--- config.mk ---
export PLATFORM = sky130hd
export DESIGN_NAME = utf8_string_validator_top
export DESIGN_NICKNAME = d
export VERILOG_FILES = /design/src/rtl/utf8v_pkg.sv /design/src/rtl/utf8_string_validator_top.sv /design/src/rtl/utf8v_decode.sv
export SDC_FILE = /design/constraint.sdc
export NUM_CORES = 1
export LEC_CHECK = 0
export ABC_AREA = 1
export BUFFER_PORTS_ARGS = -buffer_cell sky130_fd_sc_hd__buf_2
export CORE_MARGIN = 1
export CORE_UTILIZATION = 63
export CTS_BUF_LIST = sky130_fd_sc_hd__clkbuf_16
export CTS_CLUSTER_SIZE = 20
export DETAILED_ROUTE_END_ITERATION = 7
export GPL_TIMING_DRIVEN = 1
export PLACE_DENSITY = 0.87
export SLEW_MARGIN = 20
export SYNTH_ARGS = -nofsm -noshare
export SYNTH_HDL_FRONTEND = slang
export SYNTH_SLANG_ARGS = --single-unit
--- constraint.sdc ---
create_clock -name clk_i -period 5.58 [get_ports clk_i]
set_clock_uncertainty 0.15 [all_clocks]
set_input_delay 0.558 -clock clk_i [delete_from_list [all_inputs] [get_ports clk_i]]
set_output_delay 0.558 -clock clk_i [all_outputs]
set_load 0.05 [all_outputs]
--- src/rtl/utf8v_pkg.sv ---
// utf8v_pkg: types and byte-range constants for the UTF-8 string validator.
// No dependencies; used by utf8v_decode and utf8_string_validator_top.
package utf8v_pkg;

  localparam int unsigned ByteWidth  = 8;
  localparam int unsigned ReportWidth = 16;

  localparam logic [7:0] ByteNul     = 8'h00;
  localparam logic [7:0] AsciiTop    = 8'h7F;
  localparam logic [7:0] Lead2Lo     = 8'hC2;
  localparam logic [7:0] Lead2Hi     = 8'hDF;
  localparam logic [7:0] Lead3Lo     = 8'hE0;
  localparam logic [7:0] Lead3Hi     = 8'hEF;
  localparam logic [7:0] Lead3Ed     = 8'hED;
  localparam logic [7:0] Lead4Lo     = 8'hF0;
  localparam logic [7:0] Lead4Hi     = 8'hF4;
  localparam logic [7:0] ContLo      = 8'h80;
  localparam logic [7:0] ContHi      = 8'hBF;
  localparam logic [7:0] ContE0Lo    = 8'hA0;
  localparam logic [7:0] ContEdHi    = 8'h9F;
  localparam logic [7:0] ContF0Lo    = 8'h90;
  localparam logic [7:0] ContF4Hi    = 8'h8F;

  // Which narrowed range applies to the second byte of a sequence
  typedef enum logic [2:0] {
    LC_PLAIN = 3'd0,
    LC_E0    = 3'd1,
    LC_ED    = 3'd2,
    LC_F0    = 3'd3,
    LC_F4    = 3'd4
  } lead_class_e;

  // Decoder state carried from byte to byte (character total kept apart)
  typedef struct packed {
    logic [1:0]  bytes_pending;
    lead_class_e lead_class;
    logic        second_due;
    logic        error_seen;
  } dec_state_t;

  localparam dec_state_t DecStateReset = '{
    bytes_pending: 2'd0,
    lead_class:    LC_PLAIN,
    second_due:    1'b0,
    error_seen:    1'b0
  };

endpackage

--- src/rtl/utf8_string_validator_top.sv ---
// utf8_string_validator_top: UTF-8 string checker and character counter.
// Depends on utf8v_pkg and utf8v_decode.
//
//  channel  | dir | tdata                   | tuser             | tlast
//  ---------+-----+-------------------------+-------------------+----------
//  s_axis   | in  | [7:0] data_byte         | -                 | last_byte
//  m_axis   | out | [15:0] char_count       | [0] string_valid  | -
//
// One byte is taken per cycle unless a final byte waits on a full result slot.
// Each byte is held in the input register, then the decode step updates the string
// state; the final byte of a string loads the result register, seen by the sink in
// the next cycle.
// Reset (rst_ni low, asynchronous) clears all valid flags and string state.
// A stalled result only holds back a final byte; other bytes keep flowing.
module utf8_string_validator_top #(
  parameter int unsigned COUNT_WIDTH = 16
) (
  input  logic        clk_i,
  input  logic        rst_ni,
  input  logic        s_axis_tvalid_i,
  output logic        s_axis_tready_o,
  input  logic [7:0]  s_axis_tdata_i,   // [7:0] data_byte
  input  logic        s_axis_tlast_i,   // last_byte
  output logic        m_axis_tvalid_o,
  input  logic        m_axis_tready_i,
  output logic [15:0] m_axis_tdata_o,   // [15:0] char_count
  output logic        m_axis_tuser_o    // [0] string_valid
);

  // Input register
  logic       in_valid_q, in_valid_d;
  logic [7:0] in_byte_q;
  logic       in_last_q;

  // String state
  utf8v_pkg::dec_state_t   state_q, state_d, state_next;
  logic [COUNT_WIDTH-1:0]  total_q, total_d, total_next;
  logic                    char_done;

  // Result register
  logic        out_valid_q, out_valid_d;
  logic [15:0] out_count_q, out_count_d;
  logic        out_ok_q, out_ok_d;

  logic out_free;
  logic step;
  logic s_xfer;
  logic str_ok;
  logic [15:0] total_rep;

  // Output slot free this cycle: empty or being drained by the sink
  assign out_free = !out_valid_q || m_axis_tready_i;
  // Advance the held byte unless it is a final byte facing a full result slot
  assign step     = in_valid_q && (!in_last_q || out_free);
  assign s_axis_tready_o = !in_valid_q || step;
  assign s_xfer   = s_axis_tvalid_i && s_axis_tready_o;

  utf8v_decode u_decode (
    .byte_i      (in_byte_q),
    .state_i     (state_q),
    .state_o     (state_next),
    .char_done_o (char_done)
  );

  // Saturating character total
  always_comb begin
    total_next = total_q;
    if (char_done && (total_q != {COUNT_WIDTH{1'b1}})) begin
      total_next = total_q + {{(COUNT_WIDTH-1){1'b0}}, 1'b1};
    end
  end

  // Fit the total to the 16-bit report, saturating when wider
  generate
    if (COUNT_WIDTH > utf8v_pkg::ReportWidth) begin : g_wide
      assign total_rep = (|total_next[COUNT_WIDTH-1:utf8v_pkg::ReportWidth]) ?
                         16'hFFFF : total_next[utf8v_pkg::ReportWidth-1:0];
    end else begin : g_narrow
      assign total_rep = 16'(total_next);
    end
  endgenerate

  assign str_ok = !state_next.error_seen && (state_next.bytes_pending == 2'd0);

  always_comb begin
    in_valid_d  = s_xfer || (in_valid_q && !step);
    state_d     = state_q;
    total_d     = total_q;
    out_valid_d = out_valid_q && !m_axis_tready_i;
    out_ok_d    = out_ok_q;
    out_count_d = out_count_q;
    if (step) begin
      if (in_last_q) begin
        // Final byte: emit the result and drop back to the reset state
        state_d     = utf8v_pkg::DecStateReset;
        total_d     = '0;
        out_valid_d = 1'b1;
        out_ok_d    = str_ok;
        out_count_d = str_ok ? total_rep : 16'h0000;
      end else begin
        state_d = state_next;
        total_d = total_next;
      end
    end
  end

  always_ff @(posedge clk_i or negedge rst_ni) begin
    if (!rst_ni) begin
      in_valid_q  <= 1'b0;
      state_q     <= utf8v_pkg::DecStateReset;
      total_q     <= '0;
      out_valid_q <= 1'b0;
    end else begin
      in_valid_q  <= in_valid_d;
      state_q     <= state_d;
      total_q     <= total_d;
      out_valid_q <= out_valid_d;
    end
  end

  // Payload registers, no reset needed
  always_ff @(posedge clk_i) begin
    if (s_xfer) begin
      in_byte_q <= s_axis_tdata_i;
      in_last_q <= s_axis_tlast_i;
    end
    out_ok_q    <= out_ok_d;
    out_count_q <= out_count_d;
  end

  assign m_axis_tvalid_o = out_valid_q;
  assign m_axis_tdata_o  = out_count_q;
  assign m_axis_tuser_o  = out_ok_q;

endmodule

--- src/rtl/utf8v_decode.sv ---
// utf8v_decode: combinational next-state logic for one byte of the string.
// Depends on utf8v_pkg for the state struct and byte-range constants.
module utf8v_decode (
  input  logic [7:0]            byte_i,
  input  utf8v_pkg::dec_state_t state_i,
  output utf8v_pkg::dec_state_t state_o,
  output logic                  char_done_o
);

  logic [7:0] lo;
  logic [7:0] hi;

  // Continuation range, narrowed for the second byte after special leads
  always_comb begin
    lo = utf8v_pkg::ContLo;
    hi = utf8v_pkg::ContHi;
    if (state_i.second_due) begin
      case (state_i.lead_class)
        utf8v_pkg::LC_E0: lo = utf8v_pkg::ContE0Lo;
        utf8v_pkg::LC_ED: hi = utf8v_pkg::ContEdHi;
        utf8v_pkg::LC_F0: lo = utf8v_pkg::ContF0Lo;
        utf8v_pkg::LC_F4: hi = utf8v_pkg::ContF4Hi;
        default: ;
      endcase
    end
  end

  always_comb begin
    state_o     = state_i;
    char_done_o = 1'b0;
    if (!state_i.error_seen) begin
      if (state_i.bytes_pending == 2'd0) begin
        if (byte_i == utf8v_pkg::ByteNul) begin
          state_o.error_seen = 1'b1;
        end else if (byte_i <= utf8v_pkg::AsciiTop) begin
          char_done_o = 1'b1;
        end else if (byte_i >= utf8v_pkg::Lead2Lo && byte_i <= utf8v_pkg::Lead2Hi) begin
          state_o.bytes_pending = 2'd1;
          state_o.lead_class    = utf8v_pkg::LC_PLAIN;
          state_o.second_due    = 1'b1;
        end else if (byte_i >= utf8v_pkg::Lead3Lo && byte_i <= utf8v_pkg::Lead3Hi) begin
          state_o.bytes_pending = 2'd2;
          state_o.second_due    = 1'b1;
          if (byte_i == utf8v_pkg::Lead3Lo) begin
            state_o.lead_class = utf8v_pkg::LC_E0;
          end else if (byte_i == utf8v_pkg::Lead3Ed) begin
            state_o.lead_class = utf8v_pkg::LC_ED;
          end else begin
            state_o.lead_class = utf8v_pkg::LC_PLAIN;
          end
        end else if (byte_i >= utf8v_pkg::Lead4Lo && byte_i <= utf8v_pkg::Lead4Hi) begin
          state_o.bytes_pending = 2'd3;
          state_o.second_due    = 1'b1;
          if (byte_i == utf8v_pkg::Lead4Lo) begin
            state_o.lead_class = utf8v_pkg::LC_F0;
          end else if (byte_i == utf8v_pkg::Lead4Hi) begin
            state_o.lead_class = utf8v_pkg::LC_F4;
          end else begin
            state_o.lead_class = utf8v_pkg::LC_PLAIN;
          end
        end else begin
          state_o.error_seen = 1'b1;
        end
      end else if (byte_i < lo || byte_i > hi) begin
        state_o.error_seen = 1'b1;
      end else begin
        state_o.bytes_pending = state_i.bytes_pending - 2'd1;
        state_o.second_due    = 1'b0;
        char_done_o           = (state_i.bytes_pending == 2'd1);
      end
    end
  end

endmodule

==> reports/qor.yml, run 1 <==
status:
  status: "finished with violations"
  violations: "design-rule violations"
grt:
  grt_max_degree: 26
  grt_pass1_vias: 2301
  antenna_found_initial: 0
  grtUsageTotal_pct: 27.2
  grt.overflow.total: 0
  grt_pass1_wl_microns: 10600
yosys:
  synth-seq-cells: 51
  synth_cell_type_count: 33
  ys_seq_area_share_pct: 47.0
  syn_area_per_cell_sq_um: 8.09
  ys_warn_count: 0
  syn_inst: 370
  syn_nets: 389
  synthesis.area_sq_um: 2990
worst_setup_path:
  worstSetupEndpointType: "flop"
  critPathSlowestCell: "dfrtp_1"
  required_ps: 5570
  critical-path-top-delay-family: "simple AND/OR/NAND/NOR gates"
  arrival_ps: 2590
  crit_chain: "nor2_1, inv_1, a21oi_1, ha_1, nand2_1, nand3b_4, a21oi_4, nand2_4, nand2_4, nand2_1, nor2_2, nand3_4, nor2_1"
  cpPeakStageDelay_ps: 390
  worst-path-buf-inv: 1
  critPathLaunchType: "flop"
  path_max_fanout: 17
  critPathKind: "flop to flop"
sta:
  hold_viol: 0
  final.min_clock_period_ps: 2600
  slew_viol_final: 0
  slew_headroom_pct: 49.1
  fmax_mhz: 385
  grt_setup_unrepaired: "no"
  tightest_slew_ps: 761
  setup_viol: 0
  finalCritPeriodShare_pct: 46.6
  setup_slack_ps: 2980
  fin_tns_setup_ps: 0
clock_network:
  tritoncts: "yes"
  cts.clk_slew.worst_paths_ps: 60
  cts_buffer_depth: 2
  numCtsBuffers: 5
  clock-sinks: 51
  ctsRootBufferMaster: "clkbuf_16"
  hold_buffers: 0
  postCtsSetupBuffers: 0
  insertion_delay_ps: 290
  cts_resized: 0
  htreeDepth: 2
die:
  fp.dieW_microns: 70.9
  row_count: 24
  io_pins: 32
  start_util_pct: 66.9
  die_h_microns: 70.9
  dieArea_sq_um: 5030
  core_sq_um: 4470
power:
  finalPower_uw: 1200
  swShare_pct: 41.0
  switching_power_uw: 493
  vdd_drop_max_mv: 0.273
  power_density_nw_per_um2: 363
  leakage_uw: 0.00150
  p_clk_share_pct: 24.7
  p_int_uw: 710
  power_frac_comb_pct: 35.8
  seqPwrFrac_pct: 39.5
detailed_routing:
  avgViaCountPerCell: 5.59
  wire_per_inst_microns: 13.7
  dr.pass1.iters: 8
  num_vias: 2543
  drcViolationCount: 9
  antenna_left: 0
  drt_iter0_markers: 275
  wl_microns: 6220
finish:
  area_growth_pct: 10.9
  n_fill_cell: 314
  num_antenna_cells: 0
  finalNonFillerCells: 455
  final_nets: 421
  drive_above_1_share_pct: 16.1
place:
  place_ws_ps: 3010
  place.gp.congestion: 0.929
  placedCellCount: 447
  port_buffers: 31
  place_hpwl_microns: 4500
job:
  maxCapViolations: 0
hold_path:
  holdCritPathClass: "input port to async pin"
[synth_stat cells, drive strengths merged]
cell	n	area share (%)
nand2	112	15
inv	51	6.4
nor2	49	7.5
edfxtp	26	26
dfrtp	25	21
nand3	23	4.4
o21ai	21	3.5
nand4	10	2.1
a21oi	9	2.0
nand3b	8	2.4
nor3	8	1.5
xor2	8	2.3
ha	6	2.5
buf	5	1.3
o22ai	3	0.63
clkbuf	2	0.25
xnor2	2	0.59
clkinv	1	0.13
o221ai	1	0.29
[layer usage]
layer | vias to the layer above | part of all wire, % | GRT usage, %
met5 | - | 0 | 0
met4 | 0 | 1.4 | 8.22
met3 | 10 | 6.6 | 5.13
met2 | 106 | 46 | 41.5
met1 | 1165 | 46 | 40.1
li1 | 1262 | - | -
[power by group through the flow]
stage	registers (uW)	logic [uW]	clock network, uW
after floorplan	495	345	0
after global placement	478	407	0
after detailed placement	480	419	0
after CTS	473	424	301
after global routing	481	473	311
final	475	431	297
[registers in the layout, summed over array words and instances (netlist names)]
| signal | flops |
|---|---|
| total_q | 16 |
| m_axis_tvalid_o | 1 |
| m_axis_tuser_o | 1 |
| state_q | 7 |
| in_valid_q | 1 |
| in_byte_q | 8 |
| m_axis_tdata_o | 16 |
| in_last_q | 1 |
[cells by family after synthesis]
| logic type | Yosys count | share of synthesized area (%) |
|---|---|---|
| DFF | 51 | 47.0 |
| AOI/OAI and AO/OA | 34 | 6.44 |
| xor gates and xnor gates | 10 | 2.93 |
| adders and majority gates | 6 | 2.51 |
| buffers and inverters | 59 | 8.11 |
| and+or+nand+nor | 210 | 33.1 |
[cell type report]
class / instances / area, sq um / area share [%]
Sequential cell: 51 / 1410 / 42.4
Clock inverter: 3 / 20.0 / 0.603
Clock buffer: 5 / 125 / 3.77
Multi-Input combinational cell: 260 / 1350 / 40.5
Inverter: 52 / 195 / 5.88
Timing Repair Buffer: 32 / 163 / 4.90
Tap cell: 52 / 65.1 / 1.96
[cell usage in the layout, fill, tap and decap left out, types with 8 or more instances in the layout]
cell / count
nand2_1: 107
inv_1: 50
nor2_1: 35
buf_2: 31
edfxtp_1: 26
dfrtp_1: 25
nand3_1: 21
o21ai_0: 14
nor2_2: 13
nand4_1: 10
xor2_1: 8
[final timing paths]
| path | start | endpoint | slack, ps | cells after the start |
|---|---|---|---|---|
| min reg2reg | total_q[14] | total_q[14] | 410 | 2 |
| max reg2reg | state_q[4] | m_axis_tdata_o[2] | 2980 | 13 |
| min | rst_ni | total_q[10] | 120 | 1 |
| max in group asynchronous | rst_ni | total_q[4] | 4780 | 1 |
| max | state_q[4] | m_axis_tdata_o[2] | 2980 | 13 |
| min in group clk_i | s_axis_tlast_i | in_last_q | 290 | 1 |
[through the flow]
stage	util, %	hold slack, ps	area (sq um)
5_1_grt	74.2	165	3320
6_report	74.2	117	3320
2_1_floorplan	-	112	2990
3_5_place_dp	70.9	397	3170
3_3_place_gp	70.9	388	3170
4_1_cts	74.2	136	3320
Note: power is estimated with default switching activity, not from simulation.
==> inputs of run 2 (changes only) <==
--- a/config.mk
+++ b/config.mk
@@ -8,12 +8,12 @@
 export ABC_AREA = 1
 export BUFFER_PORTS_ARGS = -buffer_cell sky130_fd_sc_hd__buf_2
 export CORE_MARGIN = 1
-export CORE_UTILIZATION = 63
+export CORE_UTILIZATION = 53
 export CTS_BUF_LIST = sky130_fd_sc_hd__clkbuf_16
 export CTS_CLUSTER_SIZE = 20
 export DETAILED_ROUTE_END_ITERATION = 7
 export GPL_TIMING_DRIVEN = 1
-export PLACE_DENSITY = 0.87
+export PLACE_DENSITY = 0.78
 export SLEW_MARGIN = 20
 export SYNTH_ARGS = -nofsm -noshare
 export SYNTH_HDL_FRONTEND = slang
==> constraint.sdc (replaced) <==
create_clock -name clk_i -period 2.13 [get_ports clk_i]
set_clock_uncertainty 0.15 [all_clocks]
set_input_delay 0.213 -clock clk_i [delete_from_list [all_inputs] [get_ports clk_i]]
set_output_delay 0.213 -clock clk_i [all_outputs]
set_load 0.05 [all_outputs]
==> run 2 against run 1 <==
Net effect:
- the run ends with negative setup slack left
- die area grew 18%
- first-iteration DRC count is 9.1% lower
- sequential share of layout area shrank 6.3 points
- critical path type unchanged
- setup slack got worse by 3400 ps
- flip-flop and latch count is the same
- critical path depth is the same
==> reports/qor.yml, run 2 (synthesis gave the netlist of run 1 again) <==
status:
  status: "finished with violations"
  violations: "negative setup slack"
sta:
  tightest_slew_ps: 722
  fmax_mhz: 396
  grt_setup_unrepaired: "yes"
  slew_viol_final: 0
  slew_headroom_pct: 51.7
  setup_slack_ps: -396
  setup_viol: 37
  hold_viol: 0
  finalCritPeriodShare_pct: 119
  final.min_clock_period_ps: 2530
  whs_ps: 44.8
die:
  fp.dieW_microns: 77.2
  start_util_pct: 54.7
  io_pins: 32
  dieArea_sq_um: 5950
  core_sq_um: 5470
  die_h_microns: 77.2
  row_count: 27
clock_network:
  clock-sinks: 51
  insertion_delay_ps: 290
  tritoncts: "yes"
  ctsRootBufferMaster: "clkbuf_16"
  cts.clk_slew.worst_paths_ps: 70
  cts_buffer_depth: 2
  htreeDepth: 2
  numCtsBuffers: 5
place:
  placedCellCount: 496
  port_buffers: 31
  place_hpwl_microns: 4670
  place.gp.congestion: 0.941
  place_area_sq_um: 3430
  place_ws_ps: -298
finish:
  finalNonFillerCells: 526
  fin_area_sq_um: 3900
  final_cell_mix: "103 x nand2_1, 49 x inv_1, 36 x buf_4"
  area_growth_pct: 30.3
  n_fill_cell: 409
  num_antenna_cells: 0
  drive_above_1_share_pct: 26.9
  final_common_cell: "nand2_1"
  final_nets: 472
power:
  switching_power_uw: 1610
  finalPower_uw: 4080
  swShare_pct: 39.5
  p_int_uw: 2470
  vdd_drop_max_mv: 0.625
  power_frac_comb_pct: 45.4
  leakage_uw: 0.00178
  seqPwrFrac_pct: 29.4
  p_clk_share_pct: 25.1
  power_density_nw_per_um2: 1040
detailed_routing:
  avgViaCountPerCell: 5.37
  antenna_left: 0
  drcViolationCount: 0
  drt_iter0_markers: 250
  dr.pass1.iters: 5
  wire_per_inst_microns: 14.1
  wl_microns: 7400
  num_vias: 2826
grt:
  grt_max_degree: 26
  grtUsageTotal_pct: 27.1
  antenna_found_initial: 0
  grt_pass1_vias: 2793
  grt.overflow.total: 0
  grt_pass1_wl_microns: 12600
worst_setup_path:
  worstSetupEndpointType: "flop"
  required_ps: 2130
  arrival_ps: 2530
  path_max_fanout: 8
  critPathKind: "flop to flop"
  critPathLaunchType: "flop"
job:
  maxCapViolations: 0
hold_path:
  holdCritPathClass: "input port to flop"
[run 2: path summary, 6_finish.rpt]
check                                endpoint             from  depth (start not counted)  slack, ps
setup / recovery           m_axis_tdata_o[11]       state_q[4]                         13       -400
hold / removal                m_axis_tvalid_o  m_axis_tready_i                          4         40
setup reg to reg           m_axis_tdata_o[11]       state_q[4]                         13       -400
hold reg to reg                    in_valid_q       in_valid_q                          2        420
max in group asynchronous          state_q[3]           rst_ni                          2       1050
min in group asynchronous         total_q[12]           rst_ni                          2        350
[run 2: timing repair]
action,CTS,global route
buffers inserted,6,3
hold buffers,11,0
endpoints found under the setup margin,34,37
pin swaps,8,1
gates resized for setup,12,10
endpoints found under the hold margin,35,0
gates cloned,2,0
[run 2: worst max-delay path, stage by stage (launching register included)]
cell     delay, ps
dfrtp_1        420
nand2_1        140
a21oi_2         70
ha_1           300
nand2_1         60
nor2_1          80
nand2_1         90
a21oi_4        210
nand2_4         90
nand2_2         80
nand3_2         80
a21oi_4        270
nand3_4        210
nor2_2         120
[run 2: through the flow]
step	util, %	setup TNS, ps
2_1_floorplan	-	-1550
3_3_place_gp	62.7	-4420
3_5_place_dp	62.7	-6430
4_1_cts	70.1	-6380
5_1_grt	71.3	-17280
6_report	71.3	-10930
[run 2: layout make-up]
type | count | area (sq um) | share of cell area (%)
Multi-Input combinational cell | 262 | 1450 | 37.1
Sequential cell | 51 | 1410 | 36.0
Timing Repair Buffer | 81 | 569 | 14.6
Inverter | 52 | 195 | 5.00
Clock buffer | 5 | 125 | 3.21
Tap cell | 72 | 90.1 | 2.31
Clock inverter | 3 | 67.6 | 1.73
[run 2: power by group through the flow]
stage	registers [uW]	logic, uW	clock network (uW)
2_1_floorplan	1300	960	0
3_3_place_gp	1210	1350	0
3_5_place_dp	1220	1370	0
4_1_cts	1200	1660	1030
5_1_grt	1210	2000	1070
6_report	1200	1850	1020
[run 2: routing by layer]
metal  vias to the layer above  GRT usage (%)  wire (microns)
met5                         -              0               0
met1                      1300           34.1            3120
met3                        23           5.12             487
met4                         0           13.0             223
met2                       136           44.9            3570
li1                       1367              -               -
